### config.mk
export PLATFORM = sky130hd
export DESIGN_NAME = http_request_header_parser
export DESIGN_NICKNAME = d
export VERILOG_FILES = /design/src/design/hph_pkg.sv /design/src/design/hph_step.sv /design/src/design/http_request_header_parser.sv
export SDC_FILE = /design/constraint.sdc
export NUM_CORES = 1
export LEC_CHECK = 0
export BUFFER_PORTS_ARGS = -buffer_cell sky130_fd_sc_hd__buf_2
export CAP_MARGIN = 25
export CELL_PAD_IN_SITES_DETAIL_PLACEMENT = 0
export CELL_PAD_IN_SITES_GLOBAL_PLACEMENT = 1
export CORE_MARGIN = 4
export CORE_UTILIZATION = 42
export CTS_CLUSTER_SIZE = 16
export DETAILED_ROUTE_END_ITERATION = 8
export HOLD_SLACK_MARGIN = 0.06
export PLACE_DENSITY = 0.9
export SYNTH_ARGS = -nofsm -noshare
export SYNTH_HDL_FRONTEND = slang
export SYNTH_HIERARCHICAL = 1
export SYNTH_SLANG_ARGS = --single-unit
### constraint.sdc
create_clock -name clk_i -period 3.7 [get_ports clk_i]
set_input_delay 0.555 -clock clk_i [delete_from_list [all_inputs] [get_ports clk_i]]
set_output_delay 0.555 -clock clk_i [all_outputs]
set_load 0.005 [all_outputs]
### src/design/hph_pkg.sv
// Shared types, state codes and character classes for the HTTP request header parser.
// No dependencies; imported by hph_step and http_request_header_parser.
`default_nettype none

package hph_pkg;

  // Parse state codes
  localparam logic [4:0] S_MSTART = 5'd0;
  localparam logic [4:0] S_METH   = 5'd1;
  localparam logic [4:0] S_URI    = 5'd2;
  localparam logic [4:0] S_H      = 5'd3;
  localparam logic [4:0] S_T1     = 5'd4;
  localparam logic [4:0] S_T2     = 5'd5;
  localparam logic [4:0] S_P      = 5'd6;
  localparam logic [4:0] S_SLASH  = 5'd7;
  localparam logic [4:0] S_MAJ0   = 5'd8;
  localparam logic [4:0] S_MAJ    = 5'd9;
  localparam logic [4:0] S_MIN0   = 5'd10;
  localparam logic [4:0] S_MIN    = 5'd11;
  localparam logic [4:0] S_NL1    = 5'd12;
  localparam logic [4:0] S_LINE   = 5'd13;
  localparam logic [4:0] S_LWS    = 5'd14;
  localparam logic [4:0] S_NAME   = 5'd15;
  localparam logic [4:0] S_SPACE  = 5'd16;
  localparam logic [4:0] S_VALUE  = 5'd17;
  localparam logic [4:0] S_NL2    = 5'd18;
  localparam logic [4:0] S_NL3    = 5'd19;

  // Status codes
  localparam logic [1:0] ST_MORE = 2'd0;
  localparam logic [1:0] ST_DONE = 2'd1;
  localparam logic [1:0] ST_BAD  = 2'd2;

  // Byte roles
  localparam logic [2:0] ROLE_DELIM  = 3'd0;
  localparam logic [2:0] ROLE_METHOD = 3'd1;
  localparam logic [2:0] ROLE_URI    = 3'd2;
  localparam logic [2:0] ROLE_HNEW   = 3'd3;
  localparam logic [2:0] ROLE_HNAME  = 3'd4;
  localparam logic [2:0] ROLE_HVALUE = 3'd5;

  // Characters
  localparam logic [7:0] CH_CR    = 8'h0D;
  localparam logic [7:0] CH_LF    = 8'h0A;
  localparam logic [7:0] CH_HT    = 8'h09;
  localparam logic [7:0] CH_SP    = 8'h20;
  localparam logic [7:0] CH_DEL   = 8'h7F;
  localparam logic [7:0] CH_CTLMX = 8'h1F;
  localparam logic [7:0] CH_COLON = 8'h3A;
  localparam logic [7:0] CH_SLASH = 8'h2F;
  localparam logic [7:0] CH_DOT   = 8'h2E;
  localparam logic [7:0] CH_ZERO  = 8'h30;
  localparam logic [7:0] CH_NINE  = 8'h39;
  localparam logic [7:0] CH_UP_H  = 8'h48;
  localparam logic [7:0] CH_UP_T  = 8'h54;
  localparam logic [7:0] CH_UP_P  = 8'h50;

  localparam logic [15:0] VER_MAX = 16'hFFFF;
  localparam logic [7:0]  HDR_MAX = 8'hFF;

  // Parser context carried from byte to byte
  typedef struct packed {
    logic [4:0]  state;
    logic [15:0] major;
    logic [15:0] minor;
    logic [7:0]  hdr;
  } ctx_t;

  // Per-byte verdict
  typedef struct packed {
    logic [1:0] status;
    logic [2:0] role;
  } verdict_t;

  localparam ctx_t CTX_RESET = '{state: S_MSTART, major: 16'd0, minor: 16'd0, hdr: 8'd0};

  function automatic logic is_ctl(input logic [7:0] c);
    return (c <= CH_CTLMX) || (c == CH_DEL);
  endfunction

  function automatic logic is_sep(input logic [7:0] c);
    logic r;
    r = 1'b0;
    unique case (c)
      8'h28, 8'h29, 8'h3C, 8'h3E, 8'h40, 8'h2C, 8'h3B, 8'h3A, 8'h5C, 8'h22,
      8'h2F, 8'h5B, 8'h5D, 8'h3F, 8'h3D, 8'h7B, 8'h7D, 8'h20, 8'h09: r = 1'b1;
      default: r = 1'b0;
    endcase
    return r;
  endfunction

  // High-half bytes act as negative chars: never tokens
  function automatic logic is_token(input logic [7:0] c);
    return !c[7] && !is_ctl(c) && !is_sep(c);
  endfunction

  function automatic logic is_dec_char(input logic [7:0] c);
    return (c >= CH_ZERO) && (c <= CH_NINE);
  endfunction

  // v*10 + digit, saturating at 16 bits
  function automatic logic [15:0] dec_push(input logic [15:0] v, input logic [7:0] c);
    logic [19:0] sum;
    logic [7:0]  dig;
    dig = c - CH_ZERO;
    sum = {1'b0, v, 3'b000} + {3'b000, v, 1'b0} + {12'd0, dig};
    return (sum[19:16] != 4'd0) ? VER_MAX : sum[15:0];
  endfunction

endpackage

`default_nettype wire

### src/design/hph_step.sv
// Next-state and verdict logic for one request byte of the header parser.
// Depends on hph_pkg.
`default_nettype none

module hph_step (
  input  hph_pkg::ctx_t     cur_i,
  input  logic              restart_i,
  input  logic [7:0]        byte_i,
  output hph_pkg::ctx_t     nxt_o,
  output hph_pkg::verdict_t vrd_o
);
  import hph_pkg::*;

  ctx_t c;
  logic ws;

  assign c  = restart_i ? CTX_RESET : cur_i;
  assign ws = (byte_i == CH_SP) || (byte_i == CH_HT);

  always_comb begin
    nxt_o = c;
    vrd_o = '{status: ST_MORE, role: ROLE_DELIM};
    unique case (c.state)
      S_MSTART: begin
        if (is_token(byte_i)) begin
          nxt_o.state = S_METH;
          vrd_o.role  = ROLE_METHOD;
        end else vrd_o.status = ST_BAD;
      end
      S_METH: begin
        if (byte_i == CH_SP) nxt_o.state = S_URI;
        else if (is_token(byte_i)) vrd_o.role = ROLE_METHOD;
        else vrd_o.status = ST_BAD;
      end
      S_URI: begin
        if (byte_i == CH_SP) nxt_o.state = S_H;
        else if (is_ctl(byte_i)) vrd_o.status = ST_BAD;
        else vrd_o.role = ROLE_URI;
      end
      S_H: begin
        if (byte_i == CH_UP_H) nxt_o.state = S_T1;
        else vrd_o.status = ST_BAD;
      end
      S_T1: begin
        if (byte_i == CH_UP_T) nxt_o.state = S_T2;
        else vrd_o.status = ST_BAD;
      end
      S_T2: begin
        if (byte_i == CH_UP_T) nxt_o.state = S_P;
        else vrd_o.status = ST_BAD;
      end
      S_P: begin
        if (byte_i == CH_UP_P) nxt_o.state = S_SLASH;
        else vrd_o.status = ST_BAD;
      end
      S_SLASH: begin
        if (byte_i == CH_SLASH) begin
          nxt_o.major = 16'd0;
          nxt_o.minor = 16'd0;
          nxt_o.state = S_MAJ0;
        end else vrd_o.status = ST_BAD;
      end
      S_MAJ0: begin
        if (is_dec_char(byte_i)) begin
          nxt_o.major = dec_push(c.major, byte_i);
          nxt_o.state = S_MAJ;
        end else vrd_o.status = ST_BAD;
      end
      S_MAJ: begin
        if (byte_i == CH_DOT) nxt_o.state = S_MIN0;
        else if (is_dec_char(byte_i)) nxt_o.major = dec_push(c.major, byte_i);
        else vrd_o.status = ST_BAD;
      end
      S_MIN0: begin
        if (is_dec_char(byte_i)) begin
          nxt_o.minor = dec_push(c.minor, byte_i);
          nxt_o.state = S_MIN;
        end else vrd_o.status = ST_BAD;
      end
      S_MIN: begin
        if (byte_i == CH_CR) nxt_o.state = S_NL1;
        else if (is_dec_char(byte_i)) nxt_o.minor = dec_push(c.minor, byte_i);
        else vrd_o.status = ST_BAD;
      end
      S_NL1: begin
        if (byte_i == CH_LF) nxt_o.state = S_LINE;
        else vrd_o.status = ST_BAD;
      end
      S_LINE: begin
        // continuation line only legal once a header has been seen
        if (byte_i == CH_CR) nxt_o.state = S_NL3;
        else if ((c.hdr != 8'd0) && ws) nxt_o.state = S_LWS;
        else if (is_token(byte_i)) begin
          if (c.hdr != HDR_MAX) nxt_o.hdr = c.hdr + 8'd1;
          nxt_o.state = S_NAME;
          vrd_o.role  = ROLE_HNEW;
        end else vrd_o.status = ST_BAD;
      end
      S_LWS: begin
        if (byte_i == CH_CR) nxt_o.state = S_NL2;
        else if (ws) nxt_o.state = S_LWS;
        else if (is_ctl(byte_i)) vrd_o.status = ST_BAD;
        else begin
          nxt_o.state = S_VALUE;
          vrd_o.role  = ROLE_HVALUE;
        end
      end
      S_NAME: begin
        if (byte_i == CH_COLON) nxt_o.state = S_SPACE;
        else if (is_token(byte_i)) vrd_o.role = ROLE_HNAME;
        else vrd_o.status = ST_BAD;
      end
      S_SPACE: begin
        if (byte_i == CH_SP) nxt_o.state = S_VALUE;
        else vrd_o.status = ST_BAD;
      end
      S_VALUE: begin
        if (byte_i == CH_CR) nxt_o.state = S_NL2;
        else if (is_ctl(byte_i)) vrd_o.status = ST_BAD;
        else vrd_o.role = ROLE_HVALUE;
      end
      S_NL2: begin
        if (byte_i == CH_LF) nxt_o.state = S_LINE;
        else vrd_o.status = ST_BAD;
      end
      S_NL3: begin
        vrd_o.status = (byte_i == CH_LF) ? ST_DONE : ST_BAD;
      end
      default: begin
        vrd_o.status = ST_BAD;
      end
    endcase
  end

endmodule

`default_nettype wire

### src/design/http_request_header_parser.sv
// HTTP request line and header parser, one request byte per cycle while the output is not stalled.
// Results are registered: a result appears in the cycle after its byte is accepted.
// Throughput: one byte per cycle when the output is not stalled; the parse context is registered per accepted byte.
// Input is taken whenever the result register is empty or being drained.
// Reset (rst_ni low, async) returns to method start with counters cleared and
// drops any pending result.
// Depends on hph_pkg and hph_step.
`default_nettype none

module http_request_header_parser (
  input  logic        clk_i,
  input  logic        rst_ni,
  input  logic        s_axis_tvalid,
  output logic        s_axis_tready,
  input  logic [7:0]  s_axis_tdata,   // [7:0] data_byte
  input  logic        s_axis_tuser,   // [0] restart
  output logic        m_axis_tvalid,
  input  logic        m_axis_tready,
  output logic [55:0] m_axis_tdata,   // [1:0] status, [9:2] out_byte, [25:10] version_major,
                                      // [41:26] version_minor, [49:42] header_count, [55:50] 0
  output logic [2:0]  m_axis_tuser    // [2:0] byte_role
);
  import hph_pkg::*;

  ctx_t       ctx_q, ctx_d;
  verdict_t   vrd_d;
  logic       vld_q;
  logic [1:0] status_q;
  logic [2:0] role_q;
  logic [7:0] byte_q;
  logic       in_acc;

  assign s_axis_tready = !vld_q || m_axis_tready;
  assign in_acc        = s_axis_tvalid && s_axis_tready;

  hph_step u_step (
    .cur_i     (ctx_q),
    .restart_i (s_axis_tuser),
    .byte_i    (s_axis_tdata),
    .nxt_o     (ctx_d),
    .vrd_o     (vrd_d)
  );

  always_ff @(posedge clk_i or negedge rst_ni) begin
    if (!rst_ni) begin
      ctx_q <= CTX_RESET;
      vld_q <= 1'b0;
    end else begin
      if (in_acc) begin
        ctx_q <= ctx_d;
        vld_q <= 1'b1;
      end else if (m_axis_tready) begin
        vld_q <= 1'b0;
      end
    end
  end

  always_ff @(posedge clk_i) begin
    if (in_acc) begin
      status_q <= vrd_d.status;
      role_q   <= vrd_d.role;
      byte_q   <= s_axis_tdata;
    end
  end

  // counters shown are the context after the byte, which holds until the next byte is accepted
  assign m_axis_tvalid = vld_q;
  assign m_axis_tuser  = role_q;
  assign m_axis_tdata  = {6'd0, ctx_q.hdr, ctx_q.minor, ctx_q.major, byte_q, status_q};

  // Assertions
  a_done_in_nl3: assert property (@(posedge clk_i) disable iff (!rst_ni)
    vld_q && (status_q == ST_DONE) |-> ctx_q.state == S_NL3)
    else $error("complete status outside final-newline state");

  a_role_only_ok: assert property (@(posedge clk_i) disable iff (!rst_ni)
    vld_q && (role_q != ROLE_DELIM) |-> status_q == ST_MORE)
    else $error("byte role reported with non-more status");

  a_bad_holds: assert property (@(posedge clk_i) disable iff (!rst_ni)
    in_acc && !s_axis_tuser && (vrd_d.status == ST_BAD) |=> $stable(ctx_q))
    else $error("invalid byte changed parse context");

  a_hdr_first_name: assert property (@(posedge clk_i) disable iff (!rst_ni)
    in_acc && (vrd_d.role == ROLE_HNEW) |=> ctx_q.state == S_NAME && ctx_q.hdr != 8'd0)
    else $error("new header did not enter name state");

endmodule

`default_nettype wire

==> summary.md, run 1 <==
| Metric | Value |
|---|---|
| DRT iter0 DRCs | `567` |
| Initial antenna violation count | `0` |
| Finished Cell Area | `roughly 9000 um^2` |
| Register area share after synthesis | `0.218` |
| Slew @ Worst Pin | `roughly 0.67 ns` |
| Startpoint Class | `primary input` |
| Worst clock skew | `0.0144 ns` |
| Clk sink count | `59` |
| Fin crit period | `3.68 ns` |
| Commonest cells after routing, fill and taps aside | `buf_4, buf_2, nand2_1, a21oi_1, ha_1` |
| CTS root buf | `clkbuf_16` |
| Synthesized cell area | `about 7000 um^2` |
| Core area | `16500 um^2` |
| Status | `completed` |
| Dpl hpwl | `around 16000 um` |
| GPL Wtd Cong | `0.961` |
| Setup Crit Path Kind | `in -> reg` |
| Max VDD drop | `0.000228 V` |
| Final ANT Viol Nets | `0` |
| Cts-stage hold buffer count | `0` |
| Worst-Skew Late Latency | `roughly 0.36 ns` |
| Diode count | `0` |
| Asr flop ratio synth | `0.780` |
| Clock Path Buffers | `2` |
| Gr usage total | `0.231` |
| Site row count | `47` |
| Placed instance area | `8300 um^2` |
| DRC viols | `0` |
| Die Y | `between 100 and 150 um` |
| Wire length on met1 | `between 9000 and 10000 um` |
| CP arrival | `3.92 ns` |
| Yosys top cell area share | `0.163` |
| Worst path max stage delay | `slightly below 0.5 ns` |
| Met2 Wirelength | `10400 um` |
| Max_cap viols | `0` |
| Top sig layer | `met4` |
| Final setup violation count | `0` |
| Max-slew headroom | `0.553` |
| # port buffers | `67` |
| Final Hold Fails | `0` |
| Required @ worst endpoint | `3.94 ns` |
| Vias post-DR | `around 7.0k` |
| Synthesized area per cell | `8.63 um^2` |
| Fmax | `271 MHz` |
| Pwr Density | `between 200 and 250 nW/um^2` |
| Wire per inst | `~19 um` |
| Leak pwr | `4.32 nW` |
| CP Capture Type | `flop` |
| Yosys reg bits | `59` |
| Area leader, netlist | `dfrtp_1` |
| Clock slew at reported path FFs | `0.06 ns` |
| WL met3 | `1570 um` |
| Max Slew Vio Count | `0` |
| Post-synth EDFFs | `13` |
| Post-synth top flop | `dfrtp_1` |
| CTS buffer count | `9` |
| Ys Warns | `6` |
| Setup tns final | `0 ns` |
| Hold WC Path Type | `in -> async` |
| Slowest-stage cell, CP | `fa_2` |
| First-pass GRT wire length | `about 35000 um` |
| DRT Wirelength | `22400 um` |
| Most common cell after layout, fill and taps aside | `buf_4` |
| Detailed Routing Iterations Pass 1 | `9` |
| Die area | `18900 um^2` |
| Num ports | `74` |
| Tcrit/Tclk final | `0.996` |
| Vias in the first global route | `between 6k and 7k` |
| Nets | `1052` |
| Synth cell types | `80` |
| Top cells by area, synth | `dfrtp_1, ha_1, mux2_4` |
| TritonCTS clock tree | `built` |
| CP cell instances | `buf_6, buf_12, nor2b_4, fa_2, ha_4, a21oi_2, o2111ai_2, o31ai_2, nand2_1, a311o_1, a2111oi_4, buf_4, clkbuf_16, a21oi_1, mux2_4` |
| Vias per cell | `between 5 and 6` |
| H-tree depth | `3` |
| Initial core utilization | `0.427` |
| Worst-path maximum fanout | `11` |
| Layout cell share with drive strength beyond 1 | `0.379` |
| Total grt overflow | `0` |
| Synth Instances | `818` |
| RSZ-0062 raised after global routing | `true` |
| Die W | `approximately 140 um` |
| Largest net degree at the start of global routing | `30` |
| Area Overhead vs Synth | `30.3%` |
[area by class of cell]
class / instances / area [um^2]
well taps: 220 / 275
inverters: 33 / 126
repair buffers: 216 / 1600
fillers: 1429 / 7330
multi-input cells: 648 / 5330
flip-flops and latches: 59 / 1540
clock inverters: 5 / 82.6
clock buffers: 11 / 243
[worst max-delay path: cells and delay by family]
kind            cells  cell delay, ns
simple gates        2            0.31
compound gates      6            1.44
buf+inv             4            0.60
mux                 1            0.26
fa+ha+maj           2            0.73
[stage by stage]
step / hold slack [ns] / total power [mW] / worst slack, ns / std cells / utilization
floorplan: 0.259 / 1.03 / -0.408 / 823 / -
global placement: 0.509 / 1.18 / -0.443 / 1162 / 0.502
detailed placement: 0.518 / 1.18 / -0.536 / 1162 / 0.502
CTS: 0.204 / 2.14 / 0.000542 / 1183 / 0.531
global route: 0.235 / 2.27 / -0.116 / 1192 / 0.556
finish: 0.195 / 2.18 / 0.0155 / 1192 / 0.556
[sequential cells by signal, indices dropped and copies added (netlist names)]
| name | cells |
|---|---|
| m_axis_tuser | 3 |
| ctx_q | 5 |
| status_q | 2 |
| m_axis_tvalid | 1 |
| m_axis_tdata | 40 |
| byte_q | 8 |
[final timing paths]
path                                        from                to  slack (ns)  depth (start not counted)
worst min-delay path                      rst_ni  m_axis_tdata[48]        0.19                          1
min in group clk_i                 s_axis_tvalid     m_axis_tvalid        0.45                          2
worst max-delay path                s_axis_tuser  m_axis_tdata[40]        0.02                         15
worst max register to register  m_axis_tdata[26]  m_axis_tdata[40]        0.04                         13
max in group asynchronous                 rst_ni         ctx_q[42]        2.73                          2
worst min register to register  m_axis_tdata[15]  m_axis_tdata[15]        0.54                          1
[synthesized netlist by cell type (12+ instances only)]
library cell	number
ha_1	60
nand2b_1	22
inv_1	33
nand2_1	61
a31oi_1	18
edfxtp_1	13
buf_4	47
nor4_1	13
clkbuf_1	20
nand3_1	22
fa_1	12
a21oi_1	73
o21ai_0	50
nand4_1	13
nor2b_1	40
dfrtp_1	46
mux2_4	39
nor2_1	32
nor3_1	17
xnor2_1	18
[kinds of logic (layout without fill, tap and decap cells)]
kind of cell    count (synthesis)  after routing  share of synthesized area
fa+ha+maj                      72             72                      0.140
flops                          59             59                      0.218
xor+xnor                       29             29                     0.0360
mux                            51             51                      0.101
compound gates                221            221                      0.200
buf+inv                       116            265                     0.0929
other cells                     1              6                   0.000531
simple gates                  269            269                      0.211
[repair_timing]
item	4_1_cts	5_1_grt
pin swaps	13	25
gates cloned	1	1
buffers inserted	4	8
setup endpoints to repair	32	32
gates resized for setup	18	77
[metal layers]
layer,global-route usage,up-vias
met4,0.0804,0
met1,0.326,3350
li1,-,3253
met2,0.364,320
met3,0.0285,52
met5,0,-
[report_power, final]
group          switching, mW  total, mW  internal (mW)
sequential            0.0326      0.723          0.690
clock                  0.335      0.945          0.610
combinational          0.297      0.513          0.216
total                  0.665       2.18           1.52
Note: power is estimated with default switching activity, not from simulation.
==> run 2, diff against run 1 <==
--- a/config.mk
+++ b/config.mk
@@ -11,6 +11,7 @@
 export CELL_PAD_IN_SITES_GLOBAL_PLACEMENT = 1
 export CORE_MARGIN = 4
 export CORE_UTILIZATION = 42
+export CTS_CLUSTER_DIAMETER = 200
 export CTS_CLUSTER_SIZE = 16
 export DETAILED_ROUTE_END_ITERATION = 8
 export HOLD_SLACK_MARGIN = 0.06
==> constraint.sdc (replaced) <==
create_clock -name clk_i -period 3.7 [get_ports clk_i]
set_input_delay 0.185 -clock clk_i [delete_from_list [all_inputs] [get_ports clk_i]]
set_output_delay 0.185 -clock clk_i [all_outputs]
set_load 0.005 [all_outputs]
==> run 2 against run 1 <==
Sequential power about the same. Hold slack lost 0.12 ns. Critical path depth decreased by 3. Global-route usage down 1.4 points. Fmax rose by 4.3%. Core utilization decreased by 5.0 points. Critical path type is now reg -> reg.
==> summary.md, run 2 (synthesized netlist as in run 1, its figures left out) <==
| Metric | Value |
|---|---|
| Status | `completed` |
| TritonCTS clock tree | `built` |
| Largest net degree at the start of global routing | `47 (+57%)` |
| Area Overhead vs Synth | `18.5%` |
| # port buffers | `67 (unchanged)` |
| Finished Cell Area | `8360 um^2 (-9.0%)` |
| Most common cell after layout, fill and taps aside | `buf_4` |
| Vias in the first global route | `6303 (-4.6%)` |
| H-tree depth | `3 (unchanged)` |
| Num ports | `74 (unchanged)` |
| Worst clock skew | `0.0139 ns (-0.000455 ns)` |
| DRT iter0 DRCs | `616 (+8.6%)` |
| Gr usage total | `0.218 (-0.0136)` |
| Setup tns final | `0 ns (unchanged)` |
| RSZ-0062 raised after global routing | `false` |
| Placed instance area | `7950 um^2 (-4.2%)` |
| Wire per inst | `17.8 um (-5.2%)` |
| Finished Core Util | `0.506 (-0.0502)` |
| WHS | `0.0790 ns (-0.116 ns)` |
| Most frequent CP cell | `ha_1` |
| CTS buffer count | `9 (unchanged)` |
| Worst reg2reg setup slack | `0.17 ns (+0.13 ns)` |
| Nets | `1000 (-4.9%)` |
| Core area | `16500 um^2 (unchanged)` |
| Slack of the critical path | `0.168 ns (+0.152 ns)` |
| Die Y | `138 um (unchanged)` |
| CP arrival | `3.76 ns (-0.16 ns)` |
| Fin crit period | `3.53 ns (-0.152 ns)` |
| Worst-Skew Late Latency | `0.34 ns (-0.02 ns)` |
| Vias post-DR | `6569 (-5.8%)` |
| Register-to-Register Path Depth | `12 (-1)` |
| Clk sink count | `59 (unchanged)` |
| Final Hold Fails | `0 (unchanged)` |
| GPL Wtd Cong | `0.963 (+0.20%)` |
| Layout cell share with drive strength beyond 1 | `0.297 (-0.0819)` |
| Initial antenna violation count | `2 (+2)` |
| CP Capture Type | `flop` |
| Vias per cell | `5.75 (-1.7%)` |
| Final Non-Filler Cells | `1142 (-4.2%)` |
| Max Slew Vio Count | `0 (unchanged)` |
| Tcrit/Tclk final | `0.955 (-0.0411)` |
| Site row count | `47 (unchanged)` |
| Slew @ Worst Pin | `0.783 ns (+0.116 ns)` |
| Pwr Density | `236 nW/um^2 (-0.72%)` |
| Worst path max stage delay | `0.47 ns (-0.02 ns)` |
| Final ANT Viol Nets | `0 (unchanged)` |
| Worst-path maximum fanout | `6 (-5)` |
| Final setup violation count | `0 (unchanged)` |
| Clock slew at reported path FFs | `0.06 ns (about the same)` |
| DRC viols | `0 (unchanged)` |
| Hold depth | `2` |
| CTS root buf | `clkbuf_16` |
| Detailed Routing Iterations Pass 1 | `5 (-4)` |
| Startpoint Class | `flop` |
| First-pass GRT wire length | `32700 um (-5.5%)` |
| Dpl hpwl | `15500 um (-2.3%)` |
| Max VDD drop | `0.000193 V (-15%)` |
| Setup Crit Path Kind | `reg -> reg` |
| Commonest cells after routing, fill and taps aside | `buf_4, buf_2, a21oi_1, nand2_1, ha_1` |
| Pwr Total | `1.97 mW (-9.7%)` |
| Initial core utilization | `0.427 (unchanged)` |
| Die area | `18900 um^2 (unchanged)` |
| Required @ worst endpoint | `3.93 ns (about the same)` |
| Leak pwr | `3.97 nW (-7.9%)` |
| Cells after DPL | `1120 (-3.6%)` |
| Max_cap viols | `0 (unchanged)` |
| Max-slew headroom | `0.474 (-0.0790)` |
| CP cell instances | `nor2b_1, ha_1, ha_1, buf_4, nand2_1, o21ai_1, a221o_1, a211oi_2, o22ai_4, or4b_1, o21a_1, mux2_4` |
| Clock Path Buffers | `2 (unchanged)` |
| Pre-CTS WS | `-0.202 ns (+0.334 ns)` |
| DRT Wirelength | `20400 um (-9.2%)` |
| Fmax | `283 MHz (+4.3%)` |
| Die W | `138 um (unchanged)` |
| Largest register FFs | `40 (unchanged)` |
| Slowest-stage cell, CP | `or4b_1` |
| Total grt overflow | `0 (unchanged)` |
| Hold WC Path Type | `in -> reg` |
==> run 2: changes by cell type in the layout (fill, tap and decap cells not counted), sizes merged <==
cell	delta
bufinv	-2
buf	-51
clkbuf	-2
dlygate4sd3	+1
clkinv	+3
inv	-1
diode	+2
==> run 2: worst paths after layout <==
kind	startpoint	endpoint
max	m_axis_tdata[22]	m_axis_tdata[22]
min in group asynchronous	rst_ni	m_axis_tdata[48]
min	s_axis_tvalid	m_axis_tvalid
min reg2reg	m_axis_tdata[19]	m_axis_tdata[19]
max reg2reg	m_axis_tdata[22]	m_axis_tdata[22]
max in group asynchronous	rst_ni	ctx_q[42]
==> run 2: final cells by class <==
class                           count  area (um^2)
Clock buffer                       11          233
Antenna cell                        2         5.00
Inverter                           33          124
Fill cell                        1544         8160
Timing Repair Buffer              164         1080
Tap cell                          220          275
Sequential cell                    59         1540
Multi-Input combinational cell    648         5060
Clock inverter                      5         38.8
==> run 2: layer usage <==
metal | global-route usage | vias to the layer above | wire length, um
li1 | - | 3164 | -
met1 | 0.297 | 3158 | 9300
met2 | 0.359 | 218 | 9620
met3 | 0.0237 | 29 | 1050
met4 | 0.0704 | 0 | 376
met5 | 0 | - | 0
==> run 2: critical path: cells and delay by family (launching register included) <==
kind,cells,cell delay (ns)
adders and majority gates,2,0.61
DFF,1,0.40
buffers and inverters,1,0.16
AOI/OAI and AO/OA,5,1.11
muxes,1,0.26
and+or+nand+nor,3,0.87
==> run 2: repair_timing <==
action | CTS | global route
resized for setup | 3 | 22
hold buffers | 1 | 0
pin swaps | 0 | 5
setup endpoints to repair | 9 | 32
buffers inserted | 0 | 3
hold endpoints to repair | 46 | 0
==> run 2: report_power, final <==
| part | leakage [nW] | total [mW] | internal (mW) | switching (mW) |
|---|---|---|---|---|
| Sequential | 0.762 | 0.720 | 0.690 | 0.0296 |
| Clock | 0.130 | 0.792 | 0.457 | 0.335 |
| Combinational | 3.08 | 0.458 | 0.181 | 0.277 |
